<file path="config.mk">
export PLATFORM = sky130hd
export DESIGN_NAME = ppu_div
export DESIGN_NICKNAME = d
export VERILOG_FILES = /design/src/rtl/core/ppu_pkg.sv /design/src/rtl/core/ppu_div.sv
export SDC_FILE = /design/constraint.sdc
export NUM_CORES = 1
export LEC_CHECK = 0
export BUFFER_PORTS_ARGS = -buffer_cell sky130_fd_sc_hd__buf_4
export CAP_MARGIN = 20
export CORE_UTILIZATION = 56
export DETAILED_ROUTE_END_ITERATION = 12
export HOLD_SLACK_MARGIN = 0.06
export PLACE_DENSITY = 0.9
export SYNTH_ARGS = -nofsm -noshare
export SYNTH_HDL_FRONTEND = slang
export SYNTH_SLANG_ARGS = --single-unit
</file>
<file path="constraint.sdc">
create_clock -name clk -period 3.22 [get_ports clk]
set_clock_uncertainty 0.1 [all_clocks]
set_input_delay 0.644 -clock clk [delete_from_list [all_inputs] [get_ports clk]]
set_output_delay 0.644 -clock clk [all_outputs]
set_load 0.01 [all_outputs]
</file>
<file path="src/rtl/core/ppu_pkg.sv">
`timescale 1ns / 1ps
// ----------------------------------------------------------------------------
// ppu_pkg
// shared types, constants and helpers of the particle pool update core
// ----------------------------------------------------------------------------
package ppu_pkg;

    localparam int POOL_SIZE = 64;
    localparam int SLOT_W    = (POOL_SIZE > 2) ? $clog2(POOL_SIZE) : 1;

    // divider: |life| (up to 2^31) shifted by 16 over a 31 bit lifetime
    localparam int DIV_NUM_W = 48;
    localparam int DIV_DEN_W = 31;
    localparam int DIV_CNT_W = $clog2(DIV_NUM_W + 1);

    localparam logic [18:0] TWO_PI_Q16    = 19'd411775;
    localparam logic [25:0] HUNDREDTH_Q32 = 26'd42949673;

    // request kinds carried on tuser
    localparam logic REQ_EMIT = 1'b0;
    localparam logic REQ_TICK = 1'b1;

    // configuration register indexes
    localparam logic [1:0] CFG_VEL_VAR_X = 2'd0;
    localparam logic [1:0] CFG_VEL_VAR_Y = 2'd1;
    localparam logic [1:0] CFG_SIZE_VAR  = 2'd2;

    // one pool entry as held in the memory
    typedef struct packed {
        logic signed [31:0] final_size;
        logic signed [31:0] start_size;
        logic signed [31:0] life_total;
        logic signed [31:0] life_left;
        logic        [31:0] rotation;
        logic signed [31:0] vel_y;
        logic signed [31:0] vel_x;
        logic signed [31:0] pos_y;
        logic signed [31:0] pos_x;
    } entry_t;

    function automatic logic signed [31:0] sat32(input logic signed [63:0] x);
        logic signed [31:0] r;
        if (x > 64'sd2147483647)
            r = 32'sh7fffffff;
        else if (x < -64'sd2147483648)
            r = 32'sh80000000;
        else
            r = x[31:0];
        return r;
    endfunction

endpackage

</file>
<file path="src/rtl/core/ppu_div.sv">
`timescale 1ns / 1ps
// ----------------------------------------------------------------------------
// ppu_div
// restoring unsigned divider, one quotient bit per cycle
// ----------------------------------------------------------------------------
module ppu_div
    import ppu_pkg::*;
(
    input  logic                 clk,
    input  logic                 rst_n,
    input  logic                 start,
    input  logic [DIV_NUM_W-1:0] num,
    input  logic [DIV_DEN_W-1:0] den,
    output logic                 done,
    output logic [DIV_NUM_W-1:0] quo
);

    logic [DIV_NUM_W-1:0] quo_reg, quo_next;
    logic [DIV_DEN_W:0]   rem_reg, rem_next;
    logic [DIV_DEN_W-1:0] den_reg;
    logic [DIV_CNT_W-1:0] cnt_reg;
    logic                 busy_reg;
    logic                 done_reg;
    logic [DIV_DEN_W+1:0] trial;

    always_comb
    begin
        trial = {rem_reg, quo_reg[DIV_NUM_W-1]} - {2'b00, den_reg};
        if (!trial[DIV_DEN_W+1])
        begin
            rem_next = trial[DIV_DEN_W:0];
            quo_next = {quo_reg[DIV_NUM_W-2:0], 1'b1};
        end
        else
        begin
            rem_next = {rem_reg[DIV_DEN_W-1:0], quo_reg[DIV_NUM_W-1]};
            quo_next = {quo_reg[DIV_NUM_W-2:0], 1'b0};
        end
    end

    always_ff @(posedge clk or negedge rst_n)
    begin
        if (!rst_n)
        begin
            busy_reg <= 1'b0;
            done_reg <= 1'b0;
            cnt_reg  <= '0;
        end
        else
        begin
            done_reg <= 1'b0;
            if (start)
            begin
                busy_reg <= 1'b1;
                cnt_reg  <= DIV_CNT_W'(DIV_NUM_W);
            end
            else if (busy_reg)
            begin
                cnt_reg <= cnt_reg - 1'b1;
                if (cnt_reg == DIV_CNT_W'(1))
                begin
                    busy_reg <= 1'b0;
                    done_reg <= 1'b1;
                end
            end
        end
    end

    always_ff @(posedge clk)
    begin
        if (start)
        begin
            quo_reg <= num;
            rem_reg <= '0;
            den_reg <= den;
        end
        else if (busy_reg)
        begin
            quo_reg <= quo_next;
            rem_reg <= rem_next;
        end
    end

    assign done = done_reg;
    assign quo  = quo_reg;

endmodule

</file>
After elaboration in Yosys (flattened, before gate mapping)
Cells that the tools add are included.
{"block": "word_totals", "input_bits": 82, "romBits": 0, "out_inout_bits": 49, "mem_count": 0, "reg_bits": 119, "ramBits": 0, "latchBits": 0}
{"block": "op_classes", "div": 0, "magnitude_cmp": 0, "n_reduce_logical": 1, "addsub": 2, "n_eq_ne": 1, "mux": 12, "shift": 0, "bitwise_logic": 0, "n_mul": 0}
{"op": "48-bit two-way mux", "n": 2}
{"op": "33-bit by 31-bit subtractor with 33-bit output", "n": 1}
{"op": "32-bit two-way mux", "n": 1}
{"op": "6-bit two-way mux", "n": 2}
{"op": "1-bit two-way mux", "n": 7}
{"op": "6-bit by 1-bit equality test with 1-bit output, second input constant", "n": 1}
{"op": "6-bit by 1-bit subtractor with 6-bit output, second input constant", "n": 1}
{"op": "2-bit nonzero test", "n": 1}

Depth between registers and ports, before layout
Gate-level depths: netlist (run 1).
{"block": "depth", "ltp_word": 4, "ltp_mapped": 12, "ltp_nobuf": 11}

Worst setup path before layout (run 1)
OpenSTA, ideal clock, no wires.
{"block": "synth_timing", "kind": "reg2reg", "from": "register quo_reg[47] (netlist: quo[47])", "to": "register rem_reg[10]", "path_stages_with_launch": 13, "n_path_buf": 1, "setup_slack_ns": 0.215, "t_arrival_ns": 2.816, "setup_ns": 0.088, "path_cell_list": "edfxtp_1 -> inv_1 -> ha_1 -> fa_1 -> nand2b_1 -> a21o_1 -> a31o_1 -> a2111oi_4 -> nor3_2 -> nor3_4 -> buf_6 -> o21ai_1 -> a311oi_2"}
{"block": "synth_via", "elab_chain_len": 2}
{"item": "from (decl)", "line_no": "ppu_div.sv:18", "text": "logic [DIV_NUM_W-1:0] quo_reg, quo_next;"}
{"item": "from (signal assigned)", "line_no": "ppu_div.sv:73", "text": "quo_reg <= num;"}
{"item": "from (signal assigned)", "line_no": "ppu_div.sv:79", "text": "quo_reg <= quo_next;"}
{"item": "33-bit by 31-bit subtractor with 33-bit output", "line_no": "ppu_div.sv:28", "text": "trial = {rem_reg, quo_reg[DIV_NUM_W-1]} - {2'b00, den_reg};"}
{"item": "32-bit two-way mux", "line_no": "ppu_div.sv:29", "text": "if (!trial[DIV_DEN_W+1])"}
{"item": "to (signal assigned)", "line_no": "ppu_div.sv:80", "text": "rem_reg <= rem_next;"}
{"item": "to (decl)", "line_no": "ppu_div.sv:19", "text": "logic [DIV_DEN_W:0] rem_reg, rem_next;"}
Every way passes these cells.
A chain may end at the register's enable or synchronous reset.

Worst setup path after layout (run 1)
{"block": "layout_timing", "from": "register den_reg[0]", "to": "register rem_reg[14]"}
{"block": "layout_via", "elab_chain_len": 2}
{"item": "from (decl)", "line_no": "ppu_div.sv:20", "text": "logic [DIV_DEN_W-1:0] den_reg;"}
{"item": "from (signal assigned)", "line_no": "ppu_div.sv:75", "text": "den_reg <= den;"}
{"item": "33-bit by 31-bit subtractor with 33-bit output", "line_no": "ppu_div.sv:28"}
{"item": "32-bit two-way mux", "line_no": "ppu_div.sv:29"}
Every way passes these cells.

==> out/results.tsv, run 1 <==
stage	metric	value	unit
logic_synthesis	synth_xor_area_frac	0.0327	
grt	grt_use_total	0.299	
setup_path	critPathMostFrequentCell	nor3_4	
grt	first_global_vias	5955	
timing	tns	0	ns
cells_and_area	fin_nets	936	
drt	wl	19300	um
grt	grt_pass1_wl	29500	um
die	die_area	12900	um2
cells_and_area	final_area	9010	um2
logic_synthesis	synth_area	6960	um2
cells_and_area	stdcell_count	1000	
die	die_height	113	um
die	start_util	0.577	
logic_synthesis	synth_seq_area_share	0.462	
clocking	cts_max_level	4	
logic_synthesis	ys.flop_type	edfxtp_1	
placement	io_buffer_count	130	
die	rows	40	
job	cap_viol_max_count	0	
clocking	cts_buffers	17	
die	pin_count	131	
timing	tightest_slew	0.865	ns
setup_path	critPathBufInv	3	
timing	finalCritPeriodShare	0.987	
drt	route.detailed.drc	0	
setup_path	cp_top_family	compound AO/OA/AOI/OAI gates	
setup_path	start_kind	flop	
drt	vias	6157	
clocking	cts_buffer_depth	2	
power	p_per_area	475	nW/um2
clocking	path_clk_slew	0.06	ns
clocking	cts.sinks	119	
logic_synthesis	synth_nets	787	
logic_synthesis	yosys-mux-area-fraction	0.0760	
drt	dr.first_iter.drc_count	581	
drt	wl_per_cell	19.3	um
timing	timing.hold.ws	0.286	ns
die	core_area	12100	um2
timing	drv_slew	0	
cells_and_area	fillerInstances	768	
logic_synthesis	synthCells	671	
cells_and_area	regArea	3210	um2
setup_path	end_kind	flop	
cells_and_area	area_delta_synth_final	29.4	%
power	leakagePower	3.77	nW
setup_path	slowest_stage	edfxtp_1	
clocking	cts_root_buffer	clkbuf_16	
timing	period_minus_slack	3.18	ns
cells_and_area	layout_common_cells	buf_4 (154), edfxtp_1 (79), nor2_1 (54), inv_1 (47), mux2_2 (47)	
placement	gp_congestion	0.972	
grt	grt_overflow	0	
setup_path	critPathArrivalTime	3.41	ns
setup_path	required	3.45	ns
placement	pre_cts_slack	-0.0309	ns
logic_synthesis	synth.distinct_cells	67	
drt	antenna_left	0	
cells_and_area	diodes	0	
placement	dp.cells	955	
grt	grt_start_max_net_pins	121	
setup_path	critical_path_class	flop to flop	
cells_and_area	multi_input_area	3500	um2
timing	fmax	315	MHz
clocking	cts_tree	yes	
logic_synthesis	synth_simple_gate_area_frac	0.137	
logic_synthesis	synth_top_family_by_area	compound AO/OA/AOI/OAI gates	
logic_synthesis	async_reset_ff_frac	0.0672	
grt	antenna_found_initial	0	
clocking	insertion_delay	0.43	ns
setup_path	crit_path_max_fanout	7	
run_status	status	completed	
logic_synthesis	synth_seq_cells	119	
timing	hold_violations	0	
cells_and_area	layout_commonest_cell	buf_4	
timing	fin_ws	0.0424	ns
cells_and_area	postLayoutCoreUtil	0.747	
die	dieWidth	113	um
drt	viasPerCell	6.16	
timing	setup-violations-final	0	
placement	dpl_cell_area	8190	um2
timing	rsz0062_at_grt	yes	
logic_synthesis	ys_warn_count	0	
logic_synthesis	synth-compound-area-share	0.182	
power	max-vdd-ir-drop	0.428	mV
logic_synthesis	synth-edff-count	79	
setup_path	slowest_delay	0.39	ns
cells_and_area	drive_above_1_share	0.339	
power	total_power	4.28	mW
placement	hpwlAfterDp	12500	um
timing	max_slew_margin	0.417	
setup_path	crit_chain	ha_2 > fa_2 > nand2b_4 > a21o_1 > a31o_1 > a2111oi_4 > buf_4 > nor3_4 > nor3_4 > buf_6 > buf_16 > o21ai_1 > a311oi_2	
min_path	hold_path.class	input pin to flop	
cells_and_area	largest_reg_flops	48	
drt	drtPass1Iterations	6	
logic_synthesis	synthAdderAreaFrac	0.0622	
logic_synthesis	syn_avg_cell_area	10.4	um2
## worst register-to-register path, stage by stage (launching register included)
cell and delay, ns:
edfxtp_1 0.39, ha_2 0.20, fa_2 0.34, nand2b_4 0.16, a21o_1 0.19, a31o_1 0.22, a2111oi_4 0.32, buf_4 0.18
nor3_4 0.06, nor3_4 0.30, buf_6 0.18, buf_16 0.13, o21ai_1 0.08, a311oi_2 0.24
## where the power goes
part / leakage (nW) / total [mW] / switching (mW) / internal (mW)
logic: 2.35 / 0.614 / 0.301 / 0.313
clock network: 0.263 / 1.83 / 0.705 / 1.13
registers: 1.16 / 1.83 / 0.0710 / 1.76
## worst paths after layout
check                             from          end  slack, ns  cells past startpoint
min reg2reg                rem_reg[21]  rem_reg[21]       0.40                      2
max in group asynchronous        rst_n     busy_reg       2.40                      2
min in group asynchronous        rst_n   cnt_reg[1]       0.48                      2
max                         den_reg[0]  rem_reg[14]       0.04                     13
min                            den[11]  den_reg[11]       0.29                      1
max reg2reg                 den_reg[0]  rem_reg[14]       0.04                     13
## layout make-up
type / count / area share
Clock buffer: 19 / 0.0481
Inverter: 48 / 0.0200
Multi-Input combinational cell: 470 / 0.388
Timing Repair Buffer: 164 / 0.149
Sequential cell: 119 / 0.357
Clock inverter: 12 / 0.0144
Tap cell: 168 / 0.0233
## metal layers
metal  vias up  wire, um  global-route usage
met1      2937      7400               0.345
met4         0       617               0.154
li1       2812         -                   -
met5         -         0                   0
met2       347      9620               0.506
met3        61      1650              0.0855
## cells by family after synthesis
kind of cell,Yosys count
simple gates,189
compound gates,174
flops,119
buf+inv,82
mux,47
fa+ha+maj,34
xor+xnor,26
## cell usage after synthesis (all sizes together) (4+ instances only)
| cell | number | area [um2] |
|---|---|---|
| a211oi | 15 | 113 |
| a21o | 8 | 60.1 |
| a21oi | 36 | 184 |
| a311oi | 22 | 280 |
| a31oi | 7 | 43.8 |
| and2 | 4 | 25.0 |
| and3 | 8 | 50.1 |
| buf | 13 | 81.3 |
| clkbuf | 21 | 80.1 |
| dfrtp | 8 | 200 |
| dfxtp | 32 | 641 |
| edfxtp | 79 | 2370 |
| ha | 33 | 413 |
| inv | 48 | 180 |
| mux2 | 47 | 529 |
| nand2 | 37 | 141 |
| nand2b | 12 | 75.1 |
| nand3 | 31 | 155 |
| nand4 | 11 | 68.8 |
| nor2 | 54 | 203 |
| nor2b | 4 | 25.0 |
| nor3 | 8 | 56.3 |
| o211ai | 9 | 67.6 |
| o21ai | 48 | 251 |
| o31ai | 4 | 30.0 |
| or3 | 4 | 25.0 |
| xnor2 | 16 | 140 |
| xor2 | 10 | 87.6 |
## repair_timing
item | in CTS | in global routing
setup buffers | 4 | 7
cloned | 2 | 1
endpoints found under the hold margin | 8 | 0
endpoints found under the setup margin | 8 | 28
resized for setup | 5 | 22
hold buffers | 1 | 0
pin swaps | 1 | 5
Note: power is estimated with default switching activity, not from simulation.
==> run 2: changes to the inputs <==
- ABC_AREA: unset -> 1
- CAP_MARGIN: 20 -> unset
- CORE_UTILIZATION: 56 -> 57
- PLACE_DENSITY: 0.9 -> 0.91
==> out/results.tsv, run 2 <==
stage	metric	value	unit
power	total_power	4.34	mW
min_path	hold_path.class	input pin to flop	
run_status	status	completed	
timing	setup-violations-final	0	
job	cap_viol_max_count	0	
timing	period_minus_slack	2.66	ns
timing	rsz0062_at_grt	no	
cells_and_area	largest_reg_flops	48	
setup_path	crit_start	quo[47]	
timing	hold_violations	0	
logic_synthesis	yosysTopAreaCell	edfxtp_1	
drt	route.detailed.drc	0	
cells_and_area	diodes	0	
logic_synthesis	ys_top_cells_by_count	nand2_1 (511), inv_1 (206), edfxtp_1 (79)	
logic_synthesis	syn_avg_cell_area	6.94	um2
drt	dr.first_iter.drc_count	527	
clocking	postCtsSetupRepairBufs	0	
setup_path	regToRegSetupSlack	0.56	ns
setup_path	slowest_stage	fa_1	
setup_path	start_kind	flop	
logic_synthesis	yosysMostFrequentCell	nand2_1	
logic_synthesis	async_reset_ff_frac	0.0672	
cells_and_area	layout_common_cells	nand2_1 (511), inv_1 (205), buf_4 (135), edfxtp_1 (79), nand3_1 (60)	
die	core_area	12800	um2
logic_synthesis	synth_area	7570	um2
placement	gp_congestion	0.951	
setup_path	r2r-start	quo[47]	
die	start_util	0.593	
timing	finalCritPeriodShare	0.825	
setup_path	rr_worst_depth	17	
power	p_per_area	469	nW/um2
grt	grt_start_max_net_pins	62	
logic_synthesis	synth.distinct_cells	38	
drt	vias	7102	
grt	grt_pass1_wl	31500	um
cells_and_area	layout_commonest_cell	nand2_1	
setup_path	end_kind	flop	
grt	grt_use_total	0.300	
clocking	cts_buffers	17	
logic_synthesis	synthCells	1092	
die	die_height	117	um
timing	max_slew_margin	0.451	
clocking	postCtsHoldBufs	1	
drt	drtPass1Iterations	7	
power	max-vdd-ir-drop	0.388	mV
logic_synthesis	ys_warn_count	0	
clocking	cts.sinks	119	
timing	drv_slew	0	
clocking	cts_max_level	4	
clocking	cts_buffer_depth	2	
setup_path	crit_path_end	rem_reg[19]	
power	leakagePower	5.14	nW
setup_path	crit_chain	inv_1 > ha_1 > fa_1 > inv_1 > nand2_1 > nand2_1 > nand3_1 > nand2_2 > nand2_1 > nand2_2 > nand2_4 > nand2_4 > nand2_2 > nand2_4 > nand2_1 > nand3_1 > nand2_1	
logic_synthesis	synth-edff-count	79	
logic_synthesis	synth.area.top_cells	edfxtp_1 (31%), nand2_1 (25%), inv_1 (10%)	
placement	io_buffer_count	130	
drt	viasPerCell	5.04	
die	pin_count	131	
cells_and_area	fin_nets	1341	
placement	hpwlAfterDp	13500	um
timing	tightest_slew	0.822	ns
logic_synthesis	synth_seq_cells	119	
drt	antenna_left	0	
die	dieWidth	117	um
logic_synthesis	synth_nets	1208	
grt	antenna_found_initial	0	
clocking	path_clk_slew	0.06	ns
logic_synthesis	yosysTopAreaCellShare	0.313	
grt	first_global_vias	6817	
setup_path	critical_path_class	flop to flop	
setup_path	crit_cells	17	
logic_synthesis	ys.flop_type	edfxtp_1	
clocking	cts_root_buffer	clkbuf_16	
timing	fmax	376	MHz
cells_and_area	drive_above_1_share	0.156	
die	die_area	13800	um2
setup_path	crit_path_max_fanout	33	
setup_path	critPathMostFrequentCell	nand2_1	
setup_path	slowest_delay	0.41	ns
setup_path	critPathArrivalTime	2.87	ns
drt	wl	19100	um
clocking	cts_resized	0	
grt	grt_overflow	0	
clocking	cts_tree	yes	
setup_path	r2r_end	rem_reg[19]	
setup_path	critPathBufInv	2	
setup_path	cp_top_family	simple AND/OR/NAND/NOR gates	
clocking	insertion_delay	0.42	ns
cells_and_area	area_delta_synth_final	22.2	%
die	rows	41	
setup_path	required	3.43	ns
drt	wl_per_cell	13.5	um
timing	tns	0	ns
logic_synthesis	synth_seq_area_share	0.424	
==> run 2: cell count changes after synthesis, moves of 15 or more <==
cell      change
inv_1       +158
mux2_2       -47
a211oi_1     -15
nand3_1      +29
o21ai_0      -23
nand2_1     +475
a21oi_1      -15
==> run 2: kinds of logic after synthesis <==
kind of cell               Yosys count  synth area share
AOI/OAI and AO/OA                   35            0.0251
xor gates and xnor gates            15            0.0173
adders and majority gates           34            0.0572
buffers and inverters              230             0.119
DFF                                119             0.424
and+or+nand+nor                    659             0.357
==> run 2: worst min-delay path by stage <==
stage          startpoint         end  slack, ns  depth (start not counted)
2_1_floorplan       rst_n    busy_reg       0.25                          0
5_1_grt            den[5]  den_reg[5]       0.28                          1
6_report           den[4]  den_reg[4]       0.29                          1
3_5_place_dp   rem_reg[4]  rem_reg[4]       0.36                          2
4_1_cts            den[2]  den_reg[2]       0.28                          1
3_3_place_gp   rem_reg[5]  rem_reg[5]       0.36                          2
==> run 2: where the power goes <==
part	total, mW	internal, mW	leakage, nW	switching (mW)
clock	1.79	1.06	0.263	0.729
sequential	1.82	1.76	1.18	0.0664
combinational	0.728	0.301	3.69	0.427
total	4.34	3.12	5.14	1.22
==> run 2: layer usage <==
metal  global-route usage  routed length, um  part of all wire  vias up
met4                0.127                494             0.026        0
met1                0.367               8070              0.42     3219
met5                    0                  0                 0        -
li1                     -                  -                 -     3582
met2                0.507               9230              0.48      262
met3               0.0726               1280             0.067       39
==> run 2: cell type report <==
type / count / area, um2
clock buffer: 18 / 429
sequential: 119 / 3210
inverter: 208 / 781
tap: 172 / 215
timing repair buffer: 136 / 1020
multi-input combinational: 743 / 3460
clock inverter: 14 / 129
fill: 972 / 3520
==> run 2: worst reg2reg max path, delay by kind of cell, from the launching register on <==
family                     cells  cell delay [ns]
adders and majority gates      2             0.63
buffers and inverters          2             0.18
DFF                            1             0.34
and+or+nand+nor               13             1.30
==> run 2: stage by stage <==
step                      hold slack, ns  utilization  setup slack, ns  area, um2  cells
after global placement             0.360        0.680            0.679       8690   1377
final                              0.291        0.725            0.562       9260   1410
after detailed placement           0.362        0.680            0.583       8690   1377
after floorplan                    0.248            -            0.679       7570   1092
after CTS                          0.279        0.725            0.573       9260   1410
after global routing               0.280        0.725            0.293       9260   1410
